`config.mk`:
```
export PLATFORM = sky130hd
export DESIGN_NAME = json_string_unescape_utf8_unit
export DESIGN_NICKNAME = d
export VERILOG_FILES = /design/src/jsu_pkg.sv /design/src/json_string_unescape_utf8_unit.sv
export SDC_FILE = /design/constraint.sdc
export NUM_CORES = 1
export LEC_CHECK = 0
export ABC_AREA = 1
export BUFFER_PORTS_ARGS = -buffer_cell sky130_fd_sc_hd__buf_2
export CORE_AREA = 2 2 105 107
export CTS_CLUSTER_SIZE = 20
export DETAILED_ROUTE_END_ITERATION = 6
export DIE_AREA = 0 0 107 109
export SLEW_MARGIN = 20
export SYNTH_ARGS = -nofsm -noshare
export SYNTH_HDL_FRONTEND = slang
export SYNTH_SLANG_ARGS = --single-unit
```
`constraint.sdc`:
```
create_clock -name clk -period 5.05 [get_ports clk]
set_input_delay 0 -clock clk [delete_from_list [all_inputs] [get_ports clk]]
set_output_delay 0 -clock clk [all_outputs]
set_load 0.005 [all_outputs]
```
`src/jsu_pkg.sv`:
```
// ----------------------------------------------------------------------------
// jsu_pkg
// Shared types, result codes and helpers for the JSON string unescaper.
// ----------------------------------------------------------------------------
package jsu_pkg;

  // result kinds
  localparam logic [1:0] KIND_DATA = 2'd0;
  localparam logic [1:0] KIND_END  = 2'd1;
  localparam logic [1:0] KIND_ERR  = 2'd2;

  // error codes
  localparam logic [2:0] ERR_NONE      = 3'd0;  // also "not a string start"
  localparam logic [2:0] ERR_NO_START  = 3'd0;
  localparam logic [2:0] ERR_NO_QUOTE  = 3'd1;
  localparam logic [2:0] ERR_CTRL      = 3'd2;
  localparam logic [2:0] ERR_BAD_ESC   = 3'd3;
  localparam logic [2:0] ERR_BAD_HEX   = 3'd4;
  localparam logic [2:0] ERR_BAD_SURR  = 3'd5;

  localparam int unsigned MAX_RES = 4;

  typedef struct packed {
    logic [1:0] kind;
    logic [7:0] data;
    logic [2:0] err;
    logic       last;
  } res_t;

  typedef struct packed {
    res_t [MAX_RES-1:0] r;
    logic [2:0]         n;
  } res_set_t;

  function automatic res_t mk_res(logic [1:0] kind, logic [7:0] data, logic [2:0] err,
                                  logic last);
    res_t x;
    x.kind = kind;
    x.data = data;
    x.err  = err;
    x.last = last;
    return x;
  endfunction

  // {valid, nibble}
  function automatic logic [4:0] hex_value(logic [7:0] c);
    logic [4:0] v;
    v = 5'd0;
    if (c >= 8'h30 && c <= 8'h39) v = {1'b1, 4'(c - 8'h30)};
    else if (c >= 8'h41 && c <= 8'h46) v = {1'b1, 4'(c - 8'h37)};
    else if (c >= 8'h61 && c <= 8'h66) v = {1'b1, 4'(c - 8'h57)};
    return v;
  endfunction

  // code point to 1..4 UTF-8 bytes, lowest index goes out first
  function automatic res_set_t utf8_encode(logic [20:0] cp);
    res_set_t s;
    s = '0;
    if (cp[20:7] == '0) begin
      s.r[0] = mk_res(KIND_DATA, {1'b0, cp[6:0]}, ERR_NONE, 1'b1);
      s.n    = 3'd1;
    end else if (cp[20:11] == '0) begin
      s.r[0] = mk_res(KIND_DATA, {3'b110, cp[10:6]}, ERR_NONE, 1'b0);
      s.r[1] = mk_res(KIND_DATA, {2'b10, cp[5:0]}, ERR_NONE, 1'b1);
      s.n    = 3'd2;
    end else if (cp[20:16] == '0) begin
      s.r[0] = mk_res(KIND_DATA, {4'b1110, cp[15:12]}, ERR_NONE, 1'b0);
      s.r[1] = mk_res(KIND_DATA, {2'b10, cp[11:6]}, ERR_NONE, 1'b0);
      s.r[2] = mk_res(KIND_DATA, {2'b10, cp[5:0]}, ERR_NONE, 1'b1);
      s.n    = 3'd3;
    end else begin
      s.r[0] = mk_res(KIND_DATA, {5'b11110, cp[20:18]}, ERR_NONE, 1'b0);
      s.r[1] = mk_res(KIND_DATA, {2'b10, cp[17:12]}, ERR_NONE, 1'b0);
      s.r[2] = mk_res(KIND_DATA, {2'b10, cp[11:6]}, ERR_NONE, 1'b0);
      s.r[3] = mk_res(KIND_DATA, {2'b10, cp[5:0]}, ERR_NONE, 1'b1);
      s.n    = 3'd4;
    end
    return s;
  endfunction

endpackage

```
`src/json_string_unescape_utf8_unit.sv`:
```
// ----------------------------------------------------------------------------
// json_string_unescape_utf8_unit
// Byte-serial JSON string unescaper with UTF-8 output.
// ----------------------------------------------------------------------------
// Input: one text byte per word on in_byte (valid/stall), starting with the
// opening quote. Output: one result word per cycle while out_stall is low, on
// out_kind/out_byte/out_error_code/out_last_of_run; out_last_of_run marks the
// final word caused by an input byte. Bytes that cause no word (opening quote,
// backslash, u, hex digits that do not complete a code point) produce nothing on the output.
// Latency: results of a byte appear on the output the cycle after it is
// accepted. Throughput: one input byte per cycle while each byte yields at
// most one word and the output is not stalled; a \u escape that yields an
// n-byte UTF-8 run stalls the input while the single output port drains the run
// from the 4-entry result buffer. The next byte is taken in the same cycle
// the last buffered word leaves.
// Reset (rst_n low, synchronous): buffer empty, decoder waits for a quote.
// Output stall: buffered words hold, and the input is stalled while the word
// on the port is stalled or more words wait behind it.
// ----------------------------------------------------------------------------
module json_string_unescape_utf8_unit (
  input  logic       clk,
  input  logic       rst_n,
  input  logic       in_valid,
  output logic       in_stall,
  input  logic [7:0] in_byte,
  output logic       out_valid,
  input  logic       out_stall,
  output logic [1:0] out_kind,
  output logic [7:0] out_byte,
  output logic [2:0] out_error_code,
  output logic       out_last_of_run
);

  localparam logic [3:0] ST_IDLE = 4'd0;
  localparam logic [3:0] ST_STR  = 4'd1;
  localparam logic [3:0] ST_ESC  = 4'd2;
  localparam logic [3:0] ST_HEX0 = 4'd3;
  localparam logic [3:0] ST_HEX1 = 4'd4;
  localparam logic [3:0] ST_HEX2 = 4'd5;
  localparam logic [3:0] ST_HEX3 = 4'd6;
  localparam logic [3:0] ST_SBS  = 4'd7;
  localparam logic [3:0] ST_SU   = 4'd8;
  localparam logic [3:0] ST_LOW0 = 4'd9;
  localparam logic [3:0] ST_LOW1 = 4'd10;
  localparam logic [3:0] ST_LOW2 = 4'd11;
  localparam logic [3:0] ST_LOW3 = 4'd12;

  localparam logic [7:0] CH_QUOTE = 8'h22;
  localparam logic [7:0] CH_BSL   = 8'h5C;
  localparam logic [7:0] CH_SLASH = 8'h2F;
  localparam logic [7:0] CH_B     = 8'h62;
  localparam logic [7:0] CH_F     = 8'h66;
  localparam logic [7:0] CH_N     = 8'h6E;
  localparam logic [7:0] CH_R     = 8'h72;
  localparam logic [7:0] CH_T     = 8'h74;
  localparam logic [7:0] CH_U     = 8'h75;
  localparam logic [7:0] CH_SPACE = 8'h20;

  logic [3:0]  mode_r, mode_nxt;
  logic [15:0] hex_r, hex_nxt;
  logic [9:0]  high_r, high_nxt;

  jsu_pkg::res_t [jsu_pkg::MAX_RES-1:0] rbuf_r, rbuf_nxt;
  logic [2:0]  cnt_r, cnt_nxt;

  jsu_pkg::res_set_t rs;
  jsu_pkg::res_set_t enc;
  logic [4:0]  hexv;
  logic [15:0] hex_sh;
  logic [20:0] cp;
  logic        in_acc, out_acc;

  assign out_valid = (cnt_r != 3'd0);
  assign in_stall  = !((cnt_r == 3'd0) || ((cnt_r == 3'd1) && !out_stall));
  assign in_acc    = in_valid && !in_stall;
  assign out_acc   = out_valid && !out_stall;

  assign out_kind        = rbuf_r[0].kind;
  assign out_byte        = rbuf_r[0].data;
  assign out_error_code  = rbuf_r[0].err;
  assign out_last_of_run = rbuf_r[0].last;

  assign hexv   = jsu_pkg::hex_value(in_byte);
  assign hex_sh = {hex_r[11:0], hexv[3:0]};

  // code point selection: plain unit, or surrogate pair joined
  always_comb begin
    if (mode_r == ST_LOW3) begin
      cp = {1'b0, high_r, hex_sh[9:0]} + 21'h10000;
    end else begin
      cp = {5'd0, hex_sh};
    end
    enc = jsu_pkg::utf8_encode(cp);
  end

  always_comb begin
    mode_nxt = mode_r;
    hex_nxt  = hex_r;
    high_nxt = high_r;
    rs       = '0;
    unique case (mode_r) inside
      ST_STR: begin
        if (in_byte == CH_QUOTE) begin
          rs.r[0]  = jsu_pkg::mk_res(jsu_pkg::KIND_END, 8'h00, jsu_pkg::ERR_NONE, 1'b1);
          rs.n     = 3'd1;
          mode_nxt = ST_IDLE;
        end else if (in_byte == 8'h00) begin
          rs.r[0]  = jsu_pkg::mk_res(jsu_pkg::KIND_ERR, 8'h00, jsu_pkg::ERR_NO_QUOTE, 1'b1);
          rs.n     = 3'd1;
          mode_nxt = ST_IDLE;
        end else if (in_byte == CH_BSL) begin
          mode_nxt = ST_ESC;
        end else if (in_byte < CH_SPACE) begin
          rs.r[0]  = jsu_pkg::mk_res(jsu_pkg::KIND_ERR, 8'h00, jsu_pkg::ERR_CTRL, 1'b1);
          rs.n     = 3'd1;
          mode_nxt = ST_IDLE;
        end else begin
          rs.r[0] = jsu_pkg::mk_res(jsu_pkg::KIND_DATA, in_byte, jsu_pkg::ERR_NONE, 1'b1);
          rs.n    = 3'd1;
        end
      end
      ST_ESC: begin
        rs.n     = 3'd1;
        mode_nxt = ST_STR;
        unique case (in_byte) inside
          CH_QUOTE, CH_BSL, CH_SLASH:
            rs.r[0] = jsu_pkg::mk_res(jsu_pkg::KIND_DATA, in_byte, jsu_pkg::ERR_NONE, 1'b1);
          CH_B: rs.r[0] = jsu_pkg::mk_res(jsu_pkg::KIND_DATA, 8'h08, jsu_pkg::ERR_NONE, 1'b1);
          CH_F: rs.r[0] = jsu_pkg::mk_res(jsu_pkg::KIND_DATA, 8'h0C, jsu_pkg::ERR_NONE, 1'b1);
          CH_N: rs.r[0] = jsu_pkg::mk_res(jsu_pkg::KIND_DATA, 8'h0A, jsu_pkg::ERR_NONE, 1'b1);
          CH_R: rs.r[0] = jsu_pkg::mk_res(jsu_pkg::KIND_DATA, 8'h0D, jsu_pkg::ERR_NONE, 1'b1);
          CH_T: rs.r[0] = jsu_pkg::mk_res(jsu_pkg::KIND_DATA, 8'h09, jsu_pkg::ERR_NONE, 1'b1);
          CH_U: begin
            rs.n     = 3'd0;
            hex_nxt  = 16'h0000;
            mode_nxt = ST_HEX0;
          end
          default: begin
            rs.r[0]  = jsu_pkg::mk_res(jsu_pkg::KIND_ERR, 8'h00, jsu_pkg::ERR_BAD_ESC, 1'b1);
            mode_nxt = ST_IDLE;
          end
        endcase
      end
      ST_HEX0, ST_HEX1, ST_HEX2, ST_HEX3: begin
        if (!hexv[4]) begin
          rs.r[0]  = jsu_pkg::mk_res(jsu_pkg::KIND_ERR, 8'h00, jsu_pkg::ERR_BAD_HEX, 1'b1);
          rs.n     = 3'd1;
          mode_nxt = ST_IDLE;
        end else begin
          hex_nxt = hex_sh;
          if (mode_r == ST_HEX3) begin
            // high surrogate D800..DBFF: top six bits 110110
            if (hex_sh[15:10] == 6'b110110) begin
              high_nxt = hex_sh[9:0];
              mode_nxt = ST_SBS;
            end else begin
              rs       = enc;
              mode_nxt = ST_STR;
            end
          end else begin
            mode_nxt = mode_r + 4'd1;
          end
        end
      end
      ST_SBS: begin
        if (in_byte == CH_BSL) begin
          mode_nxt = ST_SU;
        end else begin
          rs.r[0]  = jsu_pkg::mk_res(jsu_pkg::KIND_ERR, 8'h00, jsu_pkg::ERR_BAD_SURR, 1'b1);
          rs.n     = 3'd1;
          mode_nxt = ST_IDLE;
        end
      end
      ST_SU: begin
        if (in_byte == CH_U) begin
          hex_nxt  = 16'h0000;
          mode_nxt = ST_LOW0;
        end else begin
          rs.r[0]  = jsu_pkg::mk_res(jsu_pkg::KIND_ERR, 8'h00, jsu_pkg::ERR_BAD_SURR, 1'b1);
          rs.n     = 3'd1;
          mode_nxt = ST_IDLE;
        end
      end
      ST_LOW0, ST_LOW1, ST_LOW2, ST_LOW3: begin
        if (!hexv[4]) begin
          rs.r[0]  = jsu_pkg::mk_res(jsu_pkg::KIND_ERR, 8'h00, jsu_pkg::ERR_BAD_HEX, 1'b1);
          rs.n     = 3'd1;
          mode_nxt = ST_IDLE;
        end else begin
          hex_nxt = hex_sh;
          if (mode_r == ST_LOW3) begin
            // low surrogate DC00..DFFF: top six bits 110111
            if (hex_sh[15:10] != 6'b110111) begin
              rs.r[0]  = jsu_pkg::mk_res(jsu_pkg::KIND_ERR, 8'h00, jsu_pkg::ERR_BAD_SURR,
                                         1'b1);
              rs.n     = 3'd1;
              mode_nxt = ST_IDLE;
            end else begin
              rs       = enc;
              mode_nxt = ST_STR;
            end
          end else begin
            mode_nxt = mode_r + 4'd1;
          end
        end
      end
      default: begin
        // idle, and unused codes behave as idle
        if (in_byte == CH_QUOTE) begin
          mode_nxt = ST_STR;
        end else begin
          rs.r[0]  = jsu_pkg::mk_res(jsu_pkg::KIND_ERR, 8'h00, jsu_pkg::ERR_NO_START, 1'b1);
          rs.n     = 3'd1;
          mode_nxt = ST_IDLE;
        end
      end
    endcase
  end

  // result buffer: load on accept (buffer drains this cycle), else shift on pop
  always_comb begin
    rbuf_nxt = rbuf_r;
    cnt_nxt  = cnt_r;
    if (in_acc) begin
      rbuf_nxt = rs.r;
      cnt_nxt  = rs.n;
    end else if (out_acc) begin
      for (int i = 0; i < jsu_pkg::MAX_RES - 1; i++) begin
        rbuf_nxt[i] = rbuf_r[i+1];
      end
      cnt_nxt = cnt_r - 3'd1;
    end
  end

  always_ff @(posedge clk) begin
    if (!rst_n) begin
      mode_r <= ST_IDLE;
      hex_r  <= 16'h0000;
      high_r <= 10'd0;
      cnt_r  <= 3'd0;
    end else begin
      cnt_r <= cnt_nxt;
      if (in_acc) begin
        mode_r <= mode_nxt;
        hex_r  <= hex_nxt;
        high_r <= high_nxt;
      end
    end
  end

  always_ff @(posedge clk) begin
    rbuf_r <= rbuf_nxt;
  end

  // a non-final word always has its successor already buffered
  a_run_continues: assert property (@(posedge clk) disable iff (!rst_n)
    out_valid && !out_stall && !out_last_of_run |=> out_valid)
    else $error("run broken after non-final word");

  // end and error words close their run
  a_term_last: assert property (@(posedge clk) disable iff (!rst_n)
    out_valid && out_kind != jsu_pkg::KIND_DATA |-> out_last_of_run)
    else $error("end/error word not marked last");

  // error code only carried by error words
  a_err_code: assert property (@(posedge clk) disable iff (!rst_n)
    out_valid && out_kind != jsu_pkg::KIND_ERR |-> out_error_code == jsu_pkg::ERR_NONE)
    else $error("error code on non-error word");

  // no new byte while more than one word is still buffered
  a_no_overrun: assert property (@(posedge clk) disable iff (!rst_n)
    cnt_r > 3'd1 |-> in_stall)
    else $error("input taken over pending run");

endmodule
```
==> results.toml <==
[critical_path]
worstPathArrival_ns = 3.06
crit_path_end_kind = "register"
critical_path_class = "register to register"
crit_slowest_cell = "nor2_1"
crit_fanout = 11
required_ns = 5.18
cp_top_family = "simple AND/OR/NAND/NOR gates"
crit_chain = "inv_1 -> ha_1 -> nand2_2 -> nor2_8 -> nand2_1 -> nand3_1 -> nor2_1 -> nand2_2 -> inv_2 -> nand2_1 -> o211ai_1 -> o21ai_1"
cp_num_buf_inv = 2
slowest_delay_ns = 0.71
crit_path_start_kind = "register"

[worst_hold_path]
hold_path.class = "input port to register"

[finish]
drive_above_1_share_pct = 12.2
area_delta_synth_final_pct = 7.32
stdcell_area_um2 = 5010
antenna_cells = 0
nets = 707
fillers = 1103

[clock_tree]
cts_root_buf = "clkbuf_8"
h-tree-depth = 3
worstSkewPairLatency_ns = 0.37
cts_buffer_depth = 2
cts_hold_buf = 0
cts_resized = 0
clk_pin_slew_ns = 0.08
clock_sinks = 66
cts_tree = "built"
cts_setup_buffers = 0
cts_buffers = 9

[timing]
worst_slew_pin_slew_ns = 0.910
setup_viol = 0
fin_worst_skew_ns = 0.00736
rsz0062_at_grt = "false"
fin_crit_sh_pct = 58.1
slew_headroom_pct = 39.1
period_minus_slack_ns = 2.93
hold_viol = 0
slew_violations = 0
fmax_ghz = 0.341
tns_ns = 0

[placement]
globalplace.congestion = 0.960
dpl-instance-area_um2 = 4780
place_hpwl_um = 10400
portBuffers = 27

[logic_synthesis]
syn_avg_cell_area_um2 = 6.93
synth_ff_type = "edfxtp_1"
synthDistinctLibCells = 38
ys_seq_area_share_pct = 36.3
synth_edf_count = 37
yosys_warnings = 0
synth_seq_cells = 66
postSynth.asyncResetShare_pct = 0
syn_nets = 697
syn_area_um2 = 4660
synth_cells = 673

[routing]
drt-vias-per-instance = 5.40
ant_nets = 0
dr.pass1.iters = 5
met2RoutedLength_um = 6290
wl_met3_um = 907
route.detailed.drc = 0
highest_layer = "met4"
wl_um = 13500
wl_met1_um = 6000
routedWlPerCell_um = 16.3
vias = 4475
drt_iter0_drc = 385

[power]
power_leakage_uw = 0.00235
swShare_pct = 33.6
p_seq_share_pct = 44.4
clkPwrFrac_pct = 27.4
power_switching_uw = 628
p_comb_share_pct = 28.3
peakVddDrop_mv = 0.259
power.density_nw_per_um2 = 373
p_int_uw = 1240

[grt]
antenna_found_initial = 0
track_usage_pct = 24.3
grt_pass1_wl_um = 21700
overflow = 0
grt_pass1_vias = 4193
grt_max_degree = 35

[floorplan]
design.die.area_um2 = 11700
die_x_um = 107
dieHeight_um = 109
start_util_pct = 44.0
ios = 28
row_count = 38
core-area_um2 = 10600

[run_status]
status = "finished, final reports clean"

[run]
max_cap_violations = 0
## stage by stage
stage / hold WS, ns / cells / total power, uW / utilization (%) / worst slack [ns]
after floorplan: 0.138 / 673 / 1250 / - / 2.93
after global placement: 0.366 / 812 / 1370 / 45.1 / 2.27
after detailed placement: 0.391 / 812 / 1380 / 45.1 / 2.15
after CTS: 0.00864 / 828 / 1880 / 47.2 / 2.14
after global routing: 0.0174 / 828 / 1990 / 47.2 / 1.85
final: 0.0147 / 828 / 1870 / 47.2 / 2.12
## path summary, 6_finish.rpt
path,start,endpoint,slack (ns),depth (start not counted)
worst max-delay path,mode_r[0],rbuf_r[23],2.12,12
worst min-delay path,rst_n,high_r[3],0.01,3
worst max register to register,mode_r[0],rbuf_r[23],2.12,12
worst min register to register,high_r[4],high_r[4],0.49,2
## cell usage in the layout, fill, tap and decap left out, drive strengths merged
master,count
nand4,17
a21boi,1
a41oi,1
ha,12
xor2,2
o21ai,38
nor3,3
o22ai,3
a21oi,47
nand2,205
bufinv,2
o2111ai,4
o211ai,3
nor2,68
nand3,66
nand3b,6
a31oi,4
edfxtp,37
nor4,1
dfxtp,29
clkbuf,9
a22oi,6
clkinv,4
o21a,1
inv,90
buf,29
## Yosys cell counts (8+ instances only)
master / number / area share (%)
dfxtp_1: 29 / 12
a21oi_1: 47 / 5.0
nand4_1: 17 / 2.3
nand2_2: 8 / 1.1
nand2_1: 196 / 16
nand3_1: 58 / 6.2
inv_2: 11 / 0.89
o21ai_1: 16 / 1.7
edfxtp_1: 37 / 24
o21ai_0: 21 / 2.3
inv_1: 77 / 6.2
nor2_1: 58 / 4.7
buf_4: 16 / 2.6
ha_1: 12 / 3.2
## routing by layer
layer | vias to the layer above | track usage, %
met5 | - | 0
met4 | 0 | 8.26
met2 | 157 | 39.6
li1 | 2230 | -
met1 | 2069 | 32.8
met3 | 19 | 4.30
## worst register-to-register path: cells and delay by family, from the launching register on
family	cells	cell delay [ns]
simple gates	7	1.49
compound gates	2	0.17
flops	1	0.40
fa+ha+maj	1	0.34
buf+inv	2	0.30
## kinds of logic after synthesis
| logic type | synth area share [%] |
|---|---|
| compound gates | 12.8 |
| xor+xnor | 0.376 |
| fa+ha+maj | 3.22 |
| buf+inv | 11.6 |
| flops | 36.3 |
| simple gates | 35.7 |
## final cells by class
class / count / area [um2] / area share [%]
multi-input cells: 488 / 2430 / 48.6
flip-flops and latches: 66 / 1690 / 33.8
inverters: 89 / 334 / 6.67
well taps: 140 / 175 / 3.50
repair buffers: 29 / 150 / 3.00
clock buffers: 9 / 124 / 2.47
clock inverters: 7 / 100 / 2.00
## flip-flops by register name (all words and copies together), names as in the netlist
register	count
out_last_of_run	1
cnt_r	3
hex_r	12
out_kind	2
rbuf_r	23
out_error_code	3
out_byte	8
high_r	10
mode_r	4
## power by group through the flow
stage	Clock (uW)	Sequential, uW	Combinational, uW
finish	512	829	529
global route	543	847	605
CTS	517	831	535
detailed placement	0	844	533
global placement	0	842	532
floorplan	0	837	412
Note: power is estimated with default switching activity, not from simulation.
